## src/sv/pipelined_prime_sieve_assert.svh

```systemverilog
// assertion macros for the pipelined prime sieve
// no dependencies; included by the top level
`ifndef PIPELINED_PRIME_SIEVE_ASSERT_SVH
`define PIPELINED_PRIME_SIEVE_ASSERT_SVH

// same-cycle implication
`define PPS_ASSERT_IMP(lbl, clk, rstn, ante, cons) \
    lbl: assert property (@(posedge clk) disable iff (!(rstn)) (ante) |-> (cons)) \
        else $error("pps assertion failed");

// next-cycle implication
`define PPS_ASSERT_NXT(lbl, clk, rstn, ante, cons) \
    lbl: assert property (@(posedge clk) disable iff (!(rstn)) (ante) |=> (cons)) \
        else $error("pps assertion failed");

`endif

```

## src/sv/pps_pkg.sv

```systemverilog
// shared constants and cell control type for the pipelined prime sieve
// no dependencies
`timescale 1ns / 1ps

package pps_pkg;

    localparam int CELL_COUNT_DEF = 16;
    localparam int VALUE_BITS_DEF = 16;
    localparam int CAND_BITS      = 16;

    typedef struct packed {
        logic load;
        logic step;
        logic din_bit;
        logic x_zero;
        logic ripple;
        logic store;
    } cell_ctrl_t;

endpackage

```

## src/sv/pipelined_prime_sieve.sv

```systemverilog
// top level: sequencer, output register and the chain of filter cells
// one word at a time: accept, VALUE_BITS remainder steps in every cell at once,
// the hit flag rippling down the cell chain, then a decision that drops a word with
// a hit and otherwise waits for the output register to be free
// reset (aresetn low, synchronous) empties the chain and drops any pending result
`timescale 1ns / 1ps

module pipelined_prime_sieve #(
    parameter int CELL_COUNT = pps_pkg::CELL_COUNT_DEF,
    parameter int VALUE_BITS = pps_pkg::VALUE_BITS_DEF
) (
    input  logic                           aclk,
    input  logic                           aresetn,
    input  logic                           s_valid,
    output logic                           s_ready,
    input  logic [pps_pkg::CAND_BITS-1:0]  s_candidate,
    output logic                           m_valid,
    input  logic                           m_ready,
    output logic [pps_pkg::CAND_BITS-1:0]  m_prime_value,
    output logic                           m_table_full
);

    localparam int CNT_BITS = $clog2(CELL_COUNT + 1);
    localparam int MAX_CNT  = (VALUE_BITS > CELL_COUNT) ? VALUE_BITS : CELL_COUNT;
    localparam int CW       = (MAX_CNT > 1) ? $clog2(MAX_CNT) : 1;

    typedef enum logic [3:0] {
        ST_IDLE = 4'b0001,
        ST_DIV  = 4'b0010,
        ST_RIP  = 4'b0100,
        ST_DONE = 4'b1000
    } state_t;

    state_t                 state_reg, state_next;
    logic [CW-1:0]          cnt_reg, cnt_next;
    logic [VALUE_BITS-1:0]  x_reg, x_next;
    logic [VALUE_BITS-1:0]  sh_reg, sh_next;
    logic [CNT_BITS-1:0]    cells_used_reg, cells_used_next;
    logic                   out_valid_reg, out_valid_next;
    logic [VALUE_BITS-1:0]  out_prime_reg, out_prime_next;
    logic                   out_full_reg, out_full_next;

    logic [VALUE_BITS+pps_pkg::CAND_BITS-1:0] cand_ext;
    logic [VALUE_BITS+pps_pkg::CAND_BITS-1:0] out_ext;
    logic [VALUE_BITS-1:0]  x_in;
    logic                   in_accept;
    logic                   out_free;
    logic                   full;
    logic                   hit;
    logic                   load_out;
    logic                   store_en;
    logic [CELL_COUNT:0]    hit_chain;
    pps_pkg::cell_ctrl_t    ctrl;

    assign cand_ext  = {{VALUE_BITS{1'b0}}, s_candidate};
    assign x_in      = cand_ext[VALUE_BITS-1:0];
    assign s_ready   = (state_reg == ST_IDLE);
    assign in_accept = s_valid & s_ready;
    assign out_free  = ~out_valid_reg | m_ready;
    assign full      = (cells_used_reg == CNT_BITS'(CELL_COUNT));
    assign hit       = hit_chain[CELL_COUNT];
    assign load_out  = (state_reg == ST_DONE) & ~hit & out_free;
    assign store_en  = load_out & ~full;

    assign ctrl.load    = in_accept;
    assign ctrl.step    = (state_reg == ST_DIV);
    assign ctrl.din_bit = sh_reg[VALUE_BITS-1];
    assign ctrl.x_zero  = (x_reg == '0);
    assign ctrl.ripple  = (state_reg == ST_RIP);
    assign ctrl.store   = store_en;

    assign hit_chain[0] = 1'b0;

    for (genvar i = 0; i < CELL_COUNT; i++) begin : g_cell
        pps_cell #(
            .IDX        (i),
            .VALUE_BITS (VALUE_BITS),
            .CNT_BITS   (CNT_BITS)
        ) u_cell (
            .aclk       (aclk),
            .ctrl       (ctrl),
            .x          (x_reg),
            .cells_used (cells_used_reg),
            .hit_in     (hit_chain[i]),
            .hit_out    (hit_chain[i+1])
        );
    end

    always_comb begin
        state_next      = state_reg;
        cnt_next        = cnt_reg;
        x_next          = x_reg;
        sh_next         = sh_reg;
        cells_used_next = cells_used_reg;
        out_valid_next  = out_valid_reg;
        out_prime_next  = out_prime_reg;
        out_full_next   = out_full_reg;

        if (m_ready) begin
            out_valid_next = 1'b0;
        end

        case (state_reg)
            ST_IDLE: begin
                if (in_accept) begin
                    x_next     = x_in;
                    sh_next    = x_in;
                    cnt_next   = CW'(VALUE_BITS - 1);
                    state_next = ST_DIV;
                end
            end
            ST_DIV: begin
                sh_next = {sh_reg[VALUE_BITS-2:0], 1'b0};
                if (cnt_reg == '0) begin
                    cnt_next   = CW'(CELL_COUNT - 1);
                    state_next = ST_RIP;
                end else begin
                    cnt_next = cnt_reg - 1'b1;
                end
            end
            ST_RIP: begin
                if (cnt_reg == '0) begin
                    state_next = ST_DONE;
                end else begin
                    cnt_next = cnt_reg - 1'b1;
                end
            end
            ST_DONE: begin
                if (hit) begin
                    state_next = ST_IDLE;
                end else if (out_free) begin
                    out_valid_next = 1'b1;
                    out_prime_next = x_reg;
                    out_full_next  = full;
                    if (!full) begin
                        cells_used_next = cells_used_reg + 1'b1;
                    end
                    state_next = ST_IDLE;
                end
            end
            default: begin
                state_next = ST_IDLE;
            end
        endcase
    end

    always_ff @(posedge aclk) begin
        if (!aresetn) begin
            state_reg      <= ST_IDLE;
            cells_used_reg <= '0;
            out_valid_reg  <= 1'b0;
        end else begin
            state_reg      <= state_next;
            cells_used_reg <= cells_used_next;
            out_valid_reg  <= out_valid_next;
        end
        cnt_reg       <= cnt_next;
        x_reg         <= x_next;
        sh_reg        <= sh_next;
        out_prime_reg <= out_prime_next;
        out_full_reg  <= out_full_next;
    end

    assign out_ext       = {{pps_pkg::CAND_BITS{1'b0}}, out_prime_reg};
    assign m_valid       = out_valid_reg;
    assign m_prime_value = out_ext[pps_pkg::CAND_BITS-1:0];
    assign m_table_full  = out_full_reg;

    `include "pipelined_prime_sieve_assert.svh"

    `PPS_ASSERT_IMP(a_full_flag_count, aclk, aresetn, m_valid && m_table_full, full)
    `PPS_ASSERT_NXT(a_store_counts, aclk, aresetn, store_en,
        cells_used_reg == $past(cells_used_reg) + 1'b1)
    `PPS_ASSERT_NXT(a_one_at_a_time, aclk, aresetn, in_accept, !s_ready)

endmodule

```

## src/sv/pps_cell.sv

```systemverilog
// one filter cell: stored prime, bit-serial remainder, hit chain stage
// depends on pps_pkg
`timescale 1ns / 1ps

module pps_cell #(
    parameter int IDX        = 0,
    parameter int VALUE_BITS = pps_pkg::VALUE_BITS_DEF,
    parameter int CNT_BITS   = 5
) (
    input  logic                   aclk,
    input  pps_pkg::cell_ctrl_t    ctrl,
    input  logic [VALUE_BITS-1:0]  x,
    input  logic [CNT_BITS-1:0]    cells_used,
    input  logic                   hit_in,
    output logic                   hit_out
);

    localparam logic [CNT_BITS-1:0] IDX_C = CNT_BITS'(IDX);

    logic [VALUE_BITS-1:0] prime_reg;
    logic [VALUE_BITS-1:0] rem_reg;
    logic [VALUE_BITS-1:0] rem_next;
    logic                  hit_reg;
    logic                  hit_next;
    logic [VALUE_BITS:0]   rem_shift;
    logic [VALUE_BITS:0]   rem_diff;
    logic                  rem_ge;
    logic                  used;
    logic                  own_hit;

    assign rem_shift = {rem_reg, ctrl.din_bit};
    assign rem_diff  = rem_shift - {1'b0, prime_reg};
    assign rem_ge    = rem_shift >= {1'b0, prime_reg};
    assign used      = IDX_C < cells_used;
    assign own_hit   = used & ((prime_reg == '0) ? ctrl.x_zero : (rem_reg == '0));

    always_comb begin
        rem_next = rem_reg;
        if (ctrl.load) begin
            rem_next = '0;
        end else if (ctrl.step) begin
            rem_next = rem_ge ? rem_diff[VALUE_BITS-1:0] : rem_shift[VALUE_BITS-1:0];
        end
    end

    always_comb begin
        hit_next = hit_reg;
        if (ctrl.ripple) begin
            hit_next = hit_in | own_hit;
        end
    end

    always_ff @(posedge aclk) begin
        rem_reg <= rem_next;
        hit_reg <= hit_next;
        if (ctrl.store && (cells_used == IDX_C)) begin
            prime_reg <= x;
        end
    end

    assign hit_out = hit_reg;

endmodule
```

## config.mk

```make
export PLATFORM = sky130hd
export DESIGN_NAME = pipelined_prime_sieve
export DESIGN_NICKNAME = d
export VERILOG_FILES = /design/src/sv/pps_pkg.sv /design/src/sv/pipelined_prime_sieve.sv /design/src/sv/pps_cell.sv
export VERILOG_INCLUDE_DIRS = /design/src /design/src/sv
export SDC_FILE = /design/constraint.sdc
export NUM_CORES = 2
export LEC_CHECK = 0
export BUFFER_PORTS_ARGS = -buffer_cell sky130_fd_sc_hd__buf_2
export CORE_MARGIN = 2
export CORE_UTILIZATION = 64
export CTS_CLUSTER_SIZE = 12
export DETAILED_ROUTE_END_ITERATION = 10
export HOLD_SLACK_MARGIN = 0.06
export PLACE_DENSITY = 0.81
export RECOVER_POWER = 100
export SLEW_MARGIN = 10
export SYNTH_ARGS = -nofsm -noshare
export SYNTH_HDL_FRONTEND = slang
export SYNTH_SLANG_ARGS = --single-unit
```

## constraint.sdc

```tcl
create_clock -name aclk -period 4.2 [get_ports aclk]
set_clock_uncertainty 0.15 [all_clocks]
set_input_delay 0.42 -clock aclk [delete_from_list [all_inputs] [get_ports aclk]]
set_output_delay 0.42 -clock aclk [all_outputs]
set_load 0.01 [all_outputs]
```

[Word level (Yosys, flattened, before mapping)]
Cells that the tools add are included.
Word-level totals
  bits in registers: 591
  input port bits: 20
Cells by class
  add/subtract/negate cells: 18
  magnitude comparators: 32
  equality and inequality tests: 25
  multiplexer cells: 48
  bitwise operators: 39
  reduce and logical (&&, ||, !) cells: 59
Operator list (number)
  $logic_not A16 Y1: 33
  $ge A17 B16 Y1: 16
  $mux W16: 17
  $sub A16 B16 Y16: 16
  $eq A5 B4 Y1 const B: 8
  $lt A4 B5 Y1 const A: 8
  $mux W4: 8
  $pmux W16 S2: 1
  $and A1 B1 Y1: 20
  $eq A5 B3 Y1 const B: 4
  $lt A3 B5 Y1 const A: 4
  $mux W1: 20
  $logic_and A1 B1 Y1: 16
  $or A1 B1 Y1: 16
  $pmux W4 S4: 1
  $pmux W4 S3: 1
  $eq A5 B2 Y1 const B: 2
  $lt A1 B5 Y1 const A: 2
  $lt A2 B5 Y1 const A: 2
  $reduce_and A4 Y1: 2
  $ne A2 B1 Y1 const B: 3
  $reduce_and A3 Y1: 2
  $add A5 B1 Y5 const B: 1
  $eq A5 B1 Y1 const B: 1
  14 further kinds: 17

[Longest topological paths before layout]
  depth in word-level cells: 5
  depth in mapped cells: 14

[Hierarchy]
Synthesis repeated with hierarchy kept, for this count alone.
Second synthesis, totals
  cell total of the unflattened synthesis: 4101
  area, all modules: 39326.5 um2
Modules (own cells, without submodules)
  pps_cell (g_cell[11].u_cell ...): times used 2, cells each 265, area an instance 2386.0 um2, seq. area each 830.8 um2
  pipelined_prime_sieve: times used 1, cells each 156, area an instance 2449.8 um2, seq. area each 1791.7 um2
  pps_cell (g_cell[0].u_cell): times used 1, cells each 266, area an instance 2449.8 um2, seq. area each 830.8 um2
  pps_cell (g_cell[15].u_cell): times used 1, cells each 266, area an instance 2423.6 um2, seq. area each 830.8 um2
  pps_cell (g_cell[1].u_cell): times used 1, cells each 265, area an instance 2423.6 um2, seq. area each 830.8 um2
  pps_cell (g_cell[9].u_cell): times used 1, cells each 266, area an instance 2388.5 um2, seq. area each 830.8 um2
  pps_cell (g_cell[7].u_cell): times used 1, cells each 266, area an instance 2357.3 um2, seq. area each 830.8 um2
  pps_cell (g_cell[13].u_cell): times used 1, cells each 254, area an instance 2326.0 um2, seq. area each 830.8 um2
  pps_cell (g_cell[12].u_cell): times used 1, cells each 228, area an instance 2234.6 um2, seq. area each 830.8 um2
  pps_cell (g_cell[6].u_cell): times used 1, cells each 226, area an instance 2230.9 um2, seq. area each 830.8 um2
  pps_cell (g_cell[8].u_cell): times used 1, cells each 227, area an instance 2228.4 um2, seq. area each 830.8 um2
  pps_cell (g_cell[4].u_cell): times used 1, cells each 227, area an instance 2224.6 um2, seq. area each 830.8 um2
  pps_cell (g_cell[10].u_cell): times used 1, cells each 230, area an instance 2223.4 um2, seq. area each 830.8 um2
  pps_cell (g_cell[3].u_cell): times used 1, cells each 228, area an instance 2205.9 um2, seq. area each 830.8 um2
  +2 rows

[Least setup slack after synthesis]
Ideal clock, no wire load.
  path kind: register -> register
  start: register state_reg[3]
  end: register cnt_reg[0] (enable)
  arrival time: 3267 ps
  setup slack: 409 ps
  stages on the path, launching flop included: 4
  path buffers: 0
  period minus slack after synthesis: 3791 ps
  path through: dfxtp_1 -> nor4b_1 -> nor2_1 -> a221oi_1
Between the ends
  longest elaborated chain between the ends: 4
  elaborated cells between the ends (all ways): 8
  those cells by class: eq/ne: 5; bitwise: 1; reduce/logical: 2
RTL lines
  start, declared: line pipelined_prime_sieve.sv:34  | state_t state_reg, state_next;
  start signal, assigned: line pipelined_prime_sieve.sv:153  | state_reg <= state_next;
  $eq A4 B1 Y1: line pipelined_prime_sieve.sv:57, pipelined_prime_sieve.sv:103
  $and A1 B1 Y1: line pipelined_prime_sieve.sv:58  | assign in_accept = s_valid & s_ready;
  $ne A2 B1 Y1 (no source line)
  $reduce_and A3 Y1 (no source line) *
  end signal, assigned: line pipelined_prime_sieve.sv:157  | cnt_reg <= cnt_next;
  end, declared: line pipelined_prime_sieve.sv:35  | logic [CW-1:0] cnt_reg, cnt_next;
Every way passes the cells marked *; elsewhere a longest branch is shown, timed or not.
A chain may end at the register's enable or synchronous reset.

[Worst setup path in the final report]
  start: register x_reg[1]
  end: register g_cell[13].u_cell.hit_reg, data pin
Between the ends
  longest elaborated chain between the ends: 4
RTL lines
  start, declared: line pipelined_prime_sieve.sv:36  | logic [VALUE_BITS-1:0] x_reg, x_next;
  start signal, assigned: line pipelined_prime_sieve.sv:158  | x_reg <= x_next;
  $logic_not A16 Y1: line pipelined_prime_sieve.sv:68  | assign ctrl.x_zero = (x_reg == '0);
  $mux W1: line pps_cell.sv:35  | assign own_hit = used & ((prime_reg == '0) ? ctrl.x_zero : (rem_reg == '0));
  $and A1 B1 Y1: line pps_cell.sv:35
  $or A1 B1 Y1: line pps_cell.sv:49  | hit_next = hit_in | own_hit;
  end signal, assigned: line pps_cell.sv:55  | hit_reg <= hit_next;
  end, declared: line pps_cell.sv:23  | logic hit_reg;
Every way passes these cells.

==> impl_metrics.prom <==
# TYPE chip_impl_metric gauge
chip_impl_metric{name="leakage",unit="nW"} 15.69
chip_impl_info{name="crit_path_cell_trace",value="clkbuf_1 > nor4_1 > nand4_1 > clkbuf_2 > nor2_1 > a21oi_1 > o21bai_1"} 1
chip_impl_metric{name="layout.cell_area.non_filler",unit="µm²"} 37850
chip_impl_metric{name="power_frac_clock",unit=""} 0.436
chip_impl_metric{name="vdd_ir_drop_max",unit="V"} 0.0004520
chip_impl_info{name="clock-root-buffer",value="sky130_fd_sc_hd__clkbuf_16"} 1
chip_impl_metric{name="setup_tns",unit="ns"} 0
chip_impl_metric{name="report.final.slew_viol_count",unit=""} 393
chip_impl_metric{name="r2r_setup_slack",unit="ns"} 0.26
chip_impl_info{name="yosys-top-cells-count",value="sky130_fd_sc_hd__edfxtp_1 (325), sky130_fd_sc_hd__inv_1 (317), sky130_fd_sc_hd__nand2_1 (304)"} 1
chip_impl_metric{name="port_buffers",unit=""} 38
chip_impl_metric{name="place.gp.congestion",unit=""} 0.9526
chip_impl_info{name="run_status",value="complete, but fails checks"} 1
chip_impl_metric{name="comb_power_frac",unit=""} 0.085
chip_impl_info{name="timing.critical_path.from",value="x_reg[1]"} 1
chip_impl_info{name="synth_top_area_cell",value="sky130_fd_sc_hd__edfxtp_1"} 1
chip_impl_metric{name="finalCritPeriodShare",unit=""} 0.9392
chip_impl_metric{name="die_x",unit="µm"} 236.5
chip_impl_metric{name="achievable-frequency",unit="GHz"} 0.2535
chip_impl_metric{name="first_global_vias",unit=""} 26920
chip_impl_metric{name="num_vias",unit=""} 27930
chip_impl_metric{name="via_per_inst",unit=""} 6.285
chip_impl_info{name="reg2reg_to",value="g_cell[13].u_cell.hit_out"} 1
chip_impl_metric{name="synth_fp_nets",unit=""} 3922
chip_impl_metric{name="worstRegToRegCells",unit=""} 7
chip_impl_info{name="setup_repair_after_global_routing_missed_its_margin",value="false"} 1
chip_impl_metric{name="insertedDiodeCount",unit=""} 0
chip_impl_metric{name="nNetsFinal",unit=""} 3993
chip_impl_metric{name="synth.top_cell.area_share",unit=""} 0.2821
chip_impl_info{name="worstSetupStartpointType",value="flip-flop"} 1
chip_impl_metric{name="yosys_warnings",unit=""} 0
chip_impl_info{name="synth_flop_cell",value="sky130_fd_sc_hd__edfxtp_1"} 1
chip_impl_metric{name="slowest_delay",unit="ns"} 1.30
chip_impl_metric{name="internal_power",unit="mW"} 9.929
chip_impl_metric{name="synthDistinctLibCells",unit=""} 82
chip_impl_metric{name="postPlaceCellArea",unit="µm²"} 35800
chip_impl_metric{name="max-clock-path-buffers",unit=""} 3
chip_impl_metric{name="gr-usage-all-layers",unit=""} 0.3095
chip_impl_metric{name="grtUsageMet3",unit=""} 0.04978
chip_impl_metric{name="tritoncts.num_buffers",unit=""} 66
chip_impl_metric{name="initial_utilization",unit=""} 0.6453
chip_impl_metric{name="synth.yosys.seq_area_share",unit=""} 0.4361
chip_impl_metric{name="cap_violations",unit=""} 18
chip_impl_info{name="netlist_top_cells_area",value="sky130_fd_sc_hd__edfxtp_1 (28%), sky130_fd_sc_hd__dfxtp_1 (15%), sky130_fd_sc_hd__ha_1 (9.4%)"} 1
chip_impl_metric{name="avgSynthCellArea",unit="µm²"} 9.539
chip_impl_metric{name="num_rows",unit=""} 85
chip_impl_info{name="critical_path_class",value="reg2reg"} 1
chip_impl_metric{name="synth-edff-count",unit=""} 325
chip_impl_info{name="worst_setup_path_end_kind",value="flip-flop"} 1
chip_impl_metric{name="critical_path_depth",unit=""} 7
chip_impl_metric{name="final_core_util",unit=""} 0.7062
chip_impl_metric{name="antenna_found_initial",unit=""} 3
chip_impl_metric{name="worst_ep_required_time",unit="ns"} 4.38
chip_impl_metric{name="globalRouteMet1Util",unit=""} 0.4181
chip_impl_metric{name="drtAntennaViolNets",unit=""} 0
chip_impl_metric{name="max_slew.worst_pin.slew",unit="ns"} 2.430
chip_impl_metric{name="final-hold-violation-count",unit=""} 0
chip_impl_metric{name="period_minus_slack",unit="ns"} 3.945
chip_impl_metric{name="design.core.area",unit="µm²"} 53600
chip_impl_metric{name="switching_share",unit=""} 0.2456
chip_impl_metric{name="clkSlewWorstSetupHoldPaths",unit="ns"} 0.06
chip_impl_metric{name="power-per-cell-area",unit="nW/µm²"} 347.7
chip_impl_metric{name="grt_start_max_net_pins",unit=""} 98
chip_impl_metric{name="boundaryPins",unit=""} 39
chip_impl_metric{name="asyncSetResetFlopFracSynth",unit=""} 0
chip_impl_metric{name="crit_fanout",unit=""} 18
chip_impl_metric{name="grt_first_pass_wirelength",unit="µm"} 139100
chip_impl_metric{name="chipHeight",unit="µm"} 236.5
chip_impl_metric{name="drtPass1Iterations",unit=""} 6
chip_impl_metric{name="final_routed_wirelength",unit="µm"} 87420
chip_impl_metric{name="synth.ff_latch_count",unit=""} 591
chip_impl_info{name="critical-path-top-delay-family",value="buffers and inverters"} 1
chip_impl_metric{name="post_synth_inst_count",unit=""} 3626
chip_impl_metric{name="route.detailed.wl_per_inst",unit="µm"} 19.67
chip_impl_metric{name="gr-total-overflow",unit=""} 0
chip_impl_info{name="min-delay-path-class",value="reg2reg"} 1
chip_impl_info{name="critical-path-slowest-cell",value="sky130_fd_sc_hd__clkbuf_1"} 1
chip_impl_metric{name="syn-cell-area",unit="µm²"} 34590
chip_impl_metric{name="timing.slew.headroom",unit=""} -0.6201
chip_impl_metric{name="syn2layout_area_growth",unit="%"} 9.430
chip_impl_metric{name="clock_tree.htree_level_count",unit=""} 3
chip_impl_info{name="violations",value="capacitance limit, slew limit"} 1
chip_impl_info{name="tritoncts_clock_tree",value="yes"} 1
chip_impl_metric{name="setup_viol",unit=""} 0
chip_impl_metric{name="post-dp-hpwl",unit="µm"} 55740
chip_impl_info{name="global_route.peak_usage_layer",value="met2"} 1
chip_impl_metric{name="cts_sinks",unit=""} 591
chip_impl_metric{name="switching_power",unit="mW"} 3.232
chip_impl_info{name="cp-endpoint",value="g_cell[13].u_cell.hit_out"} 1
chip_impl_metric{name="p_seq_frac",unit=""} 0.479
chip_impl_metric{name="die-area",unit="µm²"} 55920
chip_impl_metric{name="initialDrtViolationCount",unit=""} 2622
chip_impl_metric{name="clock_insertion_delay_worst_skew",unit="ns"} 0.60
chip_impl_info{name="worst_r2r_startpoint",value="x_reg[1]"} 1
chip_impl_metric{name="post_route_cells_drive_above_1_share",unit=""} 0.04377
chip_impl_metric{name="drc",unit=""} 0
chip_impl_metric{name="worst-endpoint-arrival",unit="ns"} 4.12
chip_impl_metric{name="critPathBufInv",unit=""} 2
chip_impl_metric{name="grt_use_met2",unit=""} 0.5041
chip_impl_info{name="yosys.cell_count.top_type",value="sky130_fd_sc_hd__edfxtp_1"} 1
layout by cell type (no fill, tap or decap), drive strengths merged, types with 127 or more instances in the layout:
cell and count:
inv 319, ha 260, nand3 155, o21ai 309, a21oi 214, dfxtp 266
nor2 181, clkbuf 180, nor4 147, nand2 304, mux2i 158, xnor2 127
edfxtp 325
worst min path at each step:
stage	startpoint	endpoint	slack, ns	cells past startpoint
6_report	g_cell[2].u_cell.rem_reg[3]	g_cell[2].u_cell.rem_reg[3]	0.33	2
3_5_place_dp	g_cell[2].u_cell.rem_reg[3]	g_cell[2].u_cell.rem_reg[3]	0.33	2
4_1_cts	g_cell[2].u_cell.rem_reg[3]	g_cell[2].u_cell.rem_reg[3]	0.34	2
5_1_grt	g_cell[6].u_cell.hit_out	g_cell[7].u_cell.hit_out	0.37	1
2_1_floorplan	g_cell[0].u_cell.rem_reg[15]	g_cell[0].u_cell.rem_reg[15]	0.29	2
3_3_place_gp	g_cell[0].u_cell.rem_reg[15]	g_cell[0].u_cell.rem_reg[15]	0.32	2
worst register-to-register path, cell delays in order, from the launching register on:
cell and delay (ns):
sky130_fd_sc_hd__edfxtp_1 0.32, sky130_fd_sc_hd__clkbuf_1 1.30, sky130_fd_sc_hd__nor4_1 0.25, sky130_fd_sc_hd__nand4_1 0.23, sky130_fd_sc_hd__clkbuf_2 0.69, sky130_fd_sc_hd__nor2_1 0.12
sky130_fd_sc_hd__a21oi_1 0.48, sky130_fd_sc_hd__o21bai_1 0.14
layer usage:
layer	up-vias	part of all wire
met5	-	0
met1	13100	0.42
met4	0	0.038
li1	13480	-
met3	228	0.087
met2	1115	0.45
cell families (layout without fill, tap and decap cells):
group | Yosys count | count (layout) | share of synthesized area
adder cells (fa/ha/maj) | 276 | 276 | 0.1033
buffers and inverters | 438 | 559 | 0.04880
multiplexers | 162 | 162 | 0.04702
XOR/XNOR | 212 | 212 | 0.05368
AO/OA/AOI/OAI | 881 | 881 | 0.1584
AND/OR/NAND/NOR | 1066 | 1066 | 0.1526
flip-flops | 591 | 591 | 0.4361
repair_timing:
item / in CTS / in global routing
resized for setup: 0 / 1
setup buffers: 0 / 0
hold buffers: 20 / 0
setup endpoints to repair: 0 / 1
hold endpoints to repair: 41 / 0
final cells by class:
type                       instances  area, µm²
multi-input combinational       2597      17860
fill                            3992      15750
sequential                       591      15080
clock buffer                      96       1827
inverter                         317       1190
tap                              696      870.8
timing repair buffer             124      734.5
clock inverter                    22      284.0
power groups by stage:
stage	combinational [mW]	sequential [mW]	clock, mW
2_1_floorplan	0.575	6.44	0
3_3_place_gp	1.06	6.42	0
3_5_place_dp	1.08	6.42	0
4_1_cts	1.10	6.30	5.78
5_1_grt	1.18	6.32	6.01
6_report	1.12	6.31	5.74
through the flow:
step | power [mW] | hold slack [ns] | std cells | setup slack [ns]
2_1_floorplan | 7.017 | 0.2893 | 3626 | 0.4088
3_3_place_gp | 7.475 | 0.3191 | 4305 | 0.4446
5_1_grt | 13.51 | 0.3717 | 4443 | 0.05810
3_5_place_dp | 7.499 | 0.3255 | 4305 | 0.3628
4_1_cts | 13.18 | 0.3353 | 4443 | 0.3485
6_report | 13.16 | 0.3323 | 4443 | 0.2552
(Power assumes the default switching activity.)
